[src/design/pgn_pkg.sv]
`default_nettype none
// ----------------------------------------------------------------------------
// pgn_pkg: shared types, codes and arithmetic for the patch update unit
// Item layout, micro-operation encoding with its program, and the saturating
// Q16.16 helper functions.
// ----------------------------------------------------------------------------
package pgn_pkg;

	localparam int MAX_HALF_WIDTH = 7;

	localparam logic [63:0] S64_MAX = 64'h7FFF_FFFF_FFFF_FFFF;
	localparam logic [63:0] S64_MIN = 64'h8000_0000_0000_0000;

	// register indexes of the configuration port
	localparam logic [1:0] CFG_DEPTH   = 2'd0;
	localparam logic [1:0] CFG_SLOPE_I = 2'd1;
	localparam logic [1:0] CFG_SLOPE_J = 2'd2;
	localparam logic [1:0] CFG_MODE    = 2'd3;

	// result status codes
	localparam logic [1:0] STS_OK    = 2'd0;
	localparam logic [1:0] STS_NOUPD = 2'd1;
	localparam logic [1:0] STS_SING  = 2'd2;

	// register file entries and item operand codes
	localparam int NUM_ENTRIES = 23;
	localparam int NUM_ACC     = 9;
	localparam logic [4:0] E_A00 = 5'd0;
	localparam logic [4:0] E_A01 = 5'd1;
	localparam logic [4:0] E_A02 = 5'd2;
	localparam logic [4:0] E_A11 = 5'd3;
	localparam logic [4:0] E_A12 = 5'd4;
	localparam logic [4:0] E_A22 = 5'd5;
	localparam logic [4:0] E_B0  = 5'd6;
	localparam logic [4:0] E_B1  = 5'd7;
	localparam logic [4:0] E_B2  = 5'd8;
	localparam logic [4:0] E_C00 = 5'd9;
	localparam logic [4:0] E_C01 = 5'd10;
	localparam logic [4:0] E_C02 = 5'd11;
	localparam logic [4:0] E_C11 = 5'd12;
	localparam logic [4:0] E_C12 = 5'd13;
	localparam logic [4:0] E_C22 = 5'd14;
	localparam logic [4:0] E_DET = 5'd15;
	localparam logic [4:0] E_X0  = 5'd16;
	localparam logic [4:0] E_X1  = 5'd17;
	localparam logic [4:0] E_X2  = 5'd18;
	localparam logic [4:0] E_AV0 = 5'd19;
	localparam logic [4:0] E_AV1 = 5'd20;
	localparam logic [4:0] E_AV2 = 5'd21;
	localparam logic [4:0] E_R   = 5'd22;
	localparam logic [4:0] E_G   = 5'd23;
	localparam logic [4:0] E_D   = 5'd24;
	localparam logic [4:0] E_N   = 5'd25;

	// micro-operations
	localparam logic [2:0] OP_MAC   = 3'd0;
	localparam logic [2:0] OP_SCALE = 3'd1;
	localparam logic [2:0] OP_DIV   = 3'd2;
	localparam logic [2:0] OP_BRPOS = 3'd3;
	localparam logic [2:0] OP_BRNZ  = 3'd4;
	localparam logic [2:0] OP_ENDI  = 3'd5;
	localparam logic [2:0] OP_FIN   = 3'd6;

	// accumulate source of a multiply-accumulate
	localparam logic [1:0] ACC_ZERO = 2'd0;
	localparam logic [1:0] ACC_DST  = 2'd1;
	localparam logic [1:0] ACC_M    = 2'd2;

	// program entry points
	localparam logic [5:0] P_FULL  = 6'd14;
	localparam logic [5:0] P_FIN   = 6'd42;
	localparam logic [5:0] P_DEPTH = 6'd43;

	typedef struct packed {
		logic [31:0] m;
		logic [31:0] n;
		logic [31:0] d;
		logic [31:0] g;
		logic [3:0]  oi;
		logic [3:0]  oj;
		logic        last;
	} item_t;

	typedef struct packed {
		logic        valid;
		logic [1:0]  index;
		logic [31:0] data;
	} cfg_wr_t;

	typedef struct packed {
		logic [2:0] op;
		logic [4:0] dst;
		logic [4:0] xs;
		logic [4:0] ys;
		logic [1:0] acc;
		logic       alt;
	} uop_t;

	function automatic logic [63:0] sadd64(input logic [63:0] a, input logic [63:0] b);
		logic [64:0] s;
		s = {a[63], a} + {b[63], b};
		if (s[64] != s[63]) return s[64] ? S64_MIN : S64_MAX;
		return s[63:0];
	endfunction

	function automatic logic [63:0] ssub64(input logic [63:0] a, input logic [63:0] b);
		logic [64:0] s;
		s = {a[63], a} - {b[63], b};
		if (s[64] != s[63]) return s[64] ? S64_MIN : S64_MAX;
		return s[63:0];
	endfunction

	function automatic logic [31:0] sat32(input logic [63:0] v);
		if (!v[63] && (v[62:31] != 32'h0)) return 32'h7FFF_FFFF;
		if (v[63] && (v[62:31] != 32'hFFFF_FFFF)) return 32'h8000_0000;
		return v[31:0];
	endfunction

	function automatic logic [63:0] from_mag(input logic neg, input logic over,
			input logic [63:0] m);
		if (!neg) return (over || m[63]) ? S64_MAX : m;
		return (over || m[63]) ? S64_MIN : (~m + 64'd1);
	endfunction

	function automatic uop_t mk(input logic [2:0] op, input logic [4:0] dst,
			input logic [4:0] xs, input logic [4:0] ys, input logic [1:0] acc,
			input logic alt);
		uop_t u;
		u.op  = op;
		u.dst = dst;
		u.xs  = xs;
		u.ys  = ys;
		u.acc = acc;
		u.alt = alt;
		return u;
	endfunction

	// program: per-sample accumulation, full solve, depth-only solve
	function automatic uop_t uop_at(input logic [5:0] pc);
		case (pc)
			6'd0:  return mk(OP_MAC,   E_AV0, E_G,   E_D,   ACC_ZERO, 1'b0);
			6'd1:  return mk(OP_SCALE, E_AV1, E_AV0, E_AV0, ACC_ZERO, 1'b0);
			6'd2:  return mk(OP_SCALE, E_AV2, E_AV0, E_AV0, ACC_ZERO, 1'b1);
			6'd3:  return mk(OP_MAC,   E_R,   E_G,   E_N,   ACC_M,    1'b1);
			6'd4:  return mk(OP_MAC,   E_A00, E_AV0, E_AV0, ACC_DST,  1'b0);
			6'd5:  return mk(OP_MAC,   E_A01, E_AV0, E_AV1, ACC_DST,  1'b0);
			6'd6:  return mk(OP_MAC,   E_A02, E_AV0, E_AV2, ACC_DST,  1'b0);
			6'd7:  return mk(OP_MAC,   E_A11, E_AV1, E_AV1, ACC_DST,  1'b0);
			6'd8:  return mk(OP_MAC,   E_A12, E_AV1, E_AV2, ACC_DST,  1'b0);
			6'd9:  return mk(OP_MAC,   E_A22, E_AV2, E_AV2, ACC_DST,  1'b0);
			6'd10: return mk(OP_MAC,   E_B0,  E_AV0, E_R,   ACC_DST,  1'b0);
			6'd11: return mk(OP_MAC,   E_B1,  E_AV1, E_R,   ACC_DST,  1'b0);
			6'd12: return mk(OP_MAC,   E_B2,  E_AV2, E_R,   ACC_DST,  1'b0);
			6'd13: return mk(OP_ENDI,  E_A00, E_A00, E_A00, ACC_ZERO, 1'b0);
			6'd14: return mk(OP_MAC,   E_C00, E_A11, E_A22, ACC_ZERO, 1'b0);
			6'd15: return mk(OP_MAC,   E_C00, E_A12, E_A12, ACC_DST,  1'b1);
			6'd16: return mk(OP_MAC,   E_C01, E_A02, E_A12, ACC_ZERO, 1'b0);
			6'd17: return mk(OP_MAC,   E_C01, E_A01, E_A22, ACC_DST,  1'b1);
			6'd18: return mk(OP_MAC,   E_C02, E_A01, E_A12, ACC_ZERO, 1'b0);
			6'd19: return mk(OP_MAC,   E_C02, E_A02, E_A11, ACC_DST,  1'b1);
			6'd20: return mk(OP_MAC,   E_C11, E_A00, E_A22, ACC_ZERO, 1'b0);
			6'd21: return mk(OP_MAC,   E_C11, E_A02, E_A02, ACC_DST,  1'b1);
			6'd22: return mk(OP_MAC,   E_C12, E_A01, E_A02, ACC_ZERO, 1'b0);
			6'd23: return mk(OP_MAC,   E_C12, E_A00, E_A12, ACC_DST,  1'b1);
			6'd24: return mk(OP_MAC,   E_C22, E_A00, E_A11, ACC_ZERO, 1'b0);
			6'd25: return mk(OP_MAC,   E_C22, E_A01, E_A01, ACC_DST,  1'b1);
			6'd26: return mk(OP_MAC,   E_DET, E_A00, E_C00, ACC_ZERO, 1'b0);
			6'd27: return mk(OP_MAC,   E_DET, E_A01, E_C01, ACC_DST,  1'b0);
			6'd28: return mk(OP_MAC,   E_DET, E_A02, E_C02, ACC_DST,  1'b0);
			6'd29: return mk(OP_BRNZ,  E_DET, E_DET, E_DET, ACC_ZERO, 1'b0);
			6'd30: return mk(OP_MAC,   E_X0,  E_C00, E_B0,  ACC_ZERO, 1'b0);
			6'd31: return mk(OP_MAC,   E_X0,  E_C01, E_B1,  ACC_DST,  1'b0);
			6'd32: return mk(OP_MAC,   E_X0,  E_C02, E_B2,  ACC_DST,  1'b0);
			6'd33: return mk(OP_MAC,   E_X1,  E_C01, E_B0,  ACC_ZERO, 1'b0);
			6'd34: return mk(OP_MAC,   E_X1,  E_C11, E_B1,  ACC_DST,  1'b0);
			6'd35: return mk(OP_MAC,   E_X1,  E_C12, E_B2,  ACC_DST,  1'b0);
			6'd36: return mk(OP_MAC,   E_X2,  E_C02, E_B0,  ACC_ZERO, 1'b0);
			6'd37: return mk(OP_MAC,   E_X2,  E_C12, E_B1,  ACC_DST,  1'b0);
			6'd38: return mk(OP_MAC,   E_X2,  E_C22, E_B2,  ACC_DST,  1'b0);
			6'd39: return mk(OP_DIV,   E_X0,  E_X0,  E_DET, ACC_ZERO, 1'b0);
			6'd40: return mk(OP_DIV,   E_X1,  E_X1,  E_DET, ACC_ZERO, 1'b0);
			6'd41: return mk(OP_DIV,   E_X2,  E_X2,  E_DET, ACC_ZERO, 1'b0);
			6'd43: return mk(OP_BRPOS, E_A00, E_A00, E_A00, ACC_ZERO, 1'b0);
			6'd44: return mk(OP_DIV,   E_X0,  E_B0,  E_A00, ACC_ZERO, 1'b0);
			default: return mk(OP_FIN, E_A00, E_A00, E_A00, ACC_ZERO, 1'b0);
		endcase
	endfunction

endpackage
`default_nettype wire

[src/design/pgn_front.sv]
`default_nettype none
// ----------------------------------------------------------------------------
// pgn_front: sample intake
// Accepts channel samples, clamps the pixel offsets and holds them in a
// two-entry queue for the solver sequencer.
// ----------------------------------------------------------------------------
module pgn_front import pgn_pkg::*; (
	input  wire logic        clk,
	input  wire logic        arst_n,
	input  wire logic        in_valid,
	output logic             in_ready,
	input  wire logic [31:0] master_color,
	input  wire logic [31:0] neighbor_color,
	input  wire logic [31:0] neighbor_deriv,
	input  wire logic [31:0] channel_gain,
	input  wire logic [3:0]  offset_i,
	input  wire logic [3:0]  offset_j,
	input  wire logic        last_sample,
	output logic             q_valid,
	output item_t            q_item,
	input  wire logic        q_pop
);

	localparam logic signed [3:0] OFF_MAX = 4'(MAX_HALF_WIDTH);
	localparam logic signed [3:0] OFF_MIN = 4'(-MAX_HALF_WIDTH);

	item_t       entry_q [2];
	logic        wr_q;
	logic        rd_q;
	logic [1:0]  count_q;
	logic        push;
	item_t       in_item;

	function automatic logic [3:0] clamp_off(input logic [3:0] v);
		if ($signed(v) > OFF_MAX) return OFF_MAX;
		if ($signed(v) < OFF_MIN) return OFF_MIN;
		return v;
	endfunction

	// clamp the offsets and pack the incoming sample
	always_comb begin
		in_item.m    = master_color;
		in_item.n    = neighbor_color;
		in_item.d    = neighbor_deriv;
		in_item.g    = channel_gain;
		in_item.oi   = clamp_off(offset_i);
		in_item.oj   = clamp_off(offset_j);
		in_item.last = last_sample;
	end

	assign in_ready = (count_q != 2'd2);
	assign push     = in_valid && in_ready;
	assign q_valid  = (count_q != 2'd0);
	assign q_item   = entry_q[rd_q];

	// queue storage
	always_ff @(posedge clk) begin
		if (push) entry_q[wr_q] <= in_item;
	end

	// queue pointers
	always_ff @(posedge clk or negedge arst_n) begin
		if (!arst_n) begin
			wr_q    <= 1'b0;
			rd_q    <= 1'b0;
			count_q <= 2'd0;
		end else begin
			if (push) wr_q <= ~wr_q;
			if (q_pop) rd_q <= ~rd_q;
			case ({push, q_pop})
				2'b10:   count_q <= count_q + 2'd1;
				2'b01:   count_q <= count_q - 2'd1;
				default: count_q <= count_q;
			endcase
		end
	end

endmodule
`default_nettype wire

[config.mk]
export PLATFORM = sky130hd
export DESIGN_NAME = pgn_front
export DESIGN_NICKNAME = d
export VERILOG_FILES = /design/src/design/pgn_pkg.sv /design/src/design/pgn_front.sv
export SDC_FILE = /design/constraint.sdc
export NUM_CORES = 1
export LEC_CHECK = 0
export ABC_CLOCK_PERIOD_IN_PS = 8100
export BUFFER_PORTS_ARGS = -buffer_cell sky130_fd_sc_hd__clkbuf_2
export CAP_MARGIN = 20
export CORE_ASPECT_RATIO = 1.4
export CORE_UTILIZATION = 35
export DETAILED_ROUTE_END_ITERATION = 10
export GPL_TIMING_DRIVEN = 0
export RECOVER_POWER = 25
export SYNTH_ARGS = -nofsm -noshare
export SYNTH_HDL_FRONTEND = slang
export SYNTH_SLANG_ARGS = --single-unit
[constraint.sdc]
create_clock -name clk -period 8.1 [get_ports clk]
set_input_delay 0.405 -clock clk [delete_from_list [all_inputs] [get_ports clk]]
set_output_delay 0.405 -clock clk [all_outputs]
set_load 0.05 [all_outputs]
==> run_results.csv <==
group,metric,value,unit
outcome,outcome,"completed",
synthesis,synth_edf_count,274,
global_route,grt_usage,13.19,%
setup_path,reg2reg_from,"count_q[0]",
clock_tree,cts_tree,"done",
setup_path,reg2reg_slack,5890,ps
synthesis,synth_largest_area_cell,"edfxtp_1",
cells_and_area,areaGrowthSynthToFinish,28.00,%
min_path,hold_path_class,"in -> reg",
timing,rsz0062_at_grt,"no",
synthesis,ys_types,16,
synthesis,synth_ff_type,"edfxtp_1",
synthesis,synth.most_common_cell,"edfxtp_1",
synthesis,yosys-top-cells-count,"274 x edfxtp_1, 137 x mux2_2, 14 x buf_6",
route,drc,0,
global_route,grt_pass1_vias,5538,
route,avgRoutedWirePerCell,17.20,microns
power,power,5639,uW
setup_path,crit_fanout,10,
clock_tree,clock_sink_count,278,
die,ios,280,
synthesis,yosysWarningCount,0,
power,total_leakage_power,0.004849,uW
timing,slew_headroom,61.51,%
timing,period_share,29.58,%
timing,max_freq,0.4173,GHz
clock_tree,worstSkewPairLatency,530,ps
clock_tree,cts-root-buf,"clkbuf_16",
timing,worst_slew_pin_slew,577.3,ps
cells_and_area,fin_nets,916,
clock_tree,clockBufferDepth,3,
setup_path,crit_path_end_kind,"output pin",
synthesis,async_reset_ff_share,1.439,%
die,initial_core_util,35.72,%
synthesis,synth_cells,456,
cells_and_area,drive_gt1_share,56.73,%
route,first_pass_iters,4,
clock_tree,numCtsBuffers,27,
setup_path,r2r_end,"entry_q[1][75]",
timing,holdWs,56.07,ps
global_route,grt_pass1_wl,29970,microns
global_route,grt_max_degree,59,
cells_and_area,seqCellArea,8328,sq um
die,die_area,29870,sq um
min_path,min_to,"entry_q[0][127]",
power,powerDensity,431.4,nW/um^2
global_route,grt_antenna_before_repair,3,
placement,place.gp.congestion,0.6944,
setup_path,r2r_cells,4,
timing,finClkSkew,14.13,ps
power,peakVddDrop,0.3789,mV
die,fp.dieW,146.4,microns
setup_path,cp.required,7700,ps
timing,drv_slew,0,
min_path,holdPathStages,1,
route,ant_nets,0,
synthesis,synth_seq_cells,278,
setup_path,worst_ep_arrival_time,1990,ps
die,rows,73,
timing,timing_hold_violations_final,0,
timing,setup_viol,0,
die,coreArea,28590,sq um
die,die_h,204.1,microns
placement,dp_hpwl,14020,microns
synthesis,synthTopCellsByArea,"edfxtp_1 81%, mux2_2 15%, buf_6 1.5%",
run,cap_violations,0,
clock_tree,clk_pin_slew,70,ps
setup_path,start_kind,"flip-flop",
route,wl,20040,microns
synthesis,ys_seq_area_share,81.55,%
synthesis,synth_top_area_share,80.57,%
global_route,grt_remaining_overflow,0,
synthesis,synth_area,10210,sq um
synthesis,syn_area_per_cell,22.40,sq um
cells_and_area,fillCellCount,2540,
synthesis,syn-num-nets,600,
clock_tree,post_cts_buffers,0,
cells_and_area,multi_input_area,1719,sq um
min_path,hp-start,"master_color[22]",
route,num_vias,5264,
setup_path,path_class,"reg -> out",
timing,layout_min_cycle_time,2396,ps
route,drt_iter0_markers,199,
clock_tree,cts-htree-levels,1,
placement,port-buffer-count,279,
route,vias_per_cell,4.518,
==> worst max-delay path by stage <==
| stage | from | endpoint | slack, ps | cells after the start |
|---|---|---|---|---|
| 6_report | rd_q | q_item[15] | 5700 | 4 |
| 4_1_cts | rd_q | q_item[15] | 5630 | 4 |
| 5_1_grt | rd_q | q_item[15] | 5590 | 4 |
| 2_1_floorplan | count_q[0] | entry_q[0][0] | 690 | 3 |
| 3_3_place_gp | count_q[0] | entry_q[0][69] | -2790 | 3 |
| 3_5_place_dp | count_q[0] | entry_q[1][69] | 5860 | 4 |
==> state kept, by name, summed over array words and instances (netlist names) <==
register,flops
count_q,2
rd_q,1
entry_q,274
wr_q,1
==> timing repair <==
item                      in CTS  in global routing
hold buffers                   1                  0
gates resized for setup        0                  0
hold endpoints to repair       4                  0
==> report_power, final <==
part	total, uW	switching (uW)	internal [uW]
Clock	1200	498	700
Combinational	2410	1740	679
Sequential	2030	65.2	1960
==> cell usage in the layout (no fill, tap or decap), types with 4 or more instances in the layout <==
master	n
clkbuf_1	34
inv_1	4
buf_12	4
mux2_2	137
edfxtp_1	274
clkbuf_2	246
dfrtp_1	4
clkbuf_16	27
clkinv_1	6
nor2b_1	4
buf_6	14
==> kinds of logic after synthesis <==
group	share of synthesized area [%]
flip-flops	81.55
multiplexers	15.11
buffers and inverters	1.740
AND/OR/NAND/NOR	0.6617
XOR/XNOR	0.4289
adder cells (fa/ha/maj)	0.3676
AO/OA/AOI/OAI	0.1470
==> per-layer routing <==
layer	share of wire [%]	global-route usage (%)
met3	8.1	3.884
met1	35	13.71
met5	0.065	0
met4	3.0	5.394
met2	54	24.59
==> worst max-delay path: stages, from the launching register on <==
cell and delay (ps):
dfrtp_1 390, buf_6 230, buf_6 190, mux2_2 390
clkbuf_2 250
==> final cells by class <==
cell class | count | share of cell area [%]
buffer | 15 | 1.244
inverter | 4 | 0.1149
multi-input combinational | 159 | 13.15
clock inverter | 16 | 1.235
tap | 375 | 3.590
sequential | 278 | 63.71
antenna | 2 | 0.03829
timing repair buffer | 287 | 11.69
clock buffer | 29 | 5.226
==> per-stage QoR <==
stage | setup WS [ps] | utilization, % | cells | area, sq um | TNS, ps
2_1_floorplan | 694.3 | - | 456 | 10210 | 0
3_3_place_gp | -2788 | 42.25 | 1110 | 12080 | -379440
3_5_place_dp | 5860 | 42.86 | 1117 | 12250 | 0
4_1_cts | 5628 | 45.85 | 1163 | 13110 | 0
5_1_grt | 5588 | 45.72 | 1165 | 13070 | 0
6_report | 5704 | 45.72 | 1165 | 13070 | 0
Note: power is estimated with default switching activity, not from simulation.
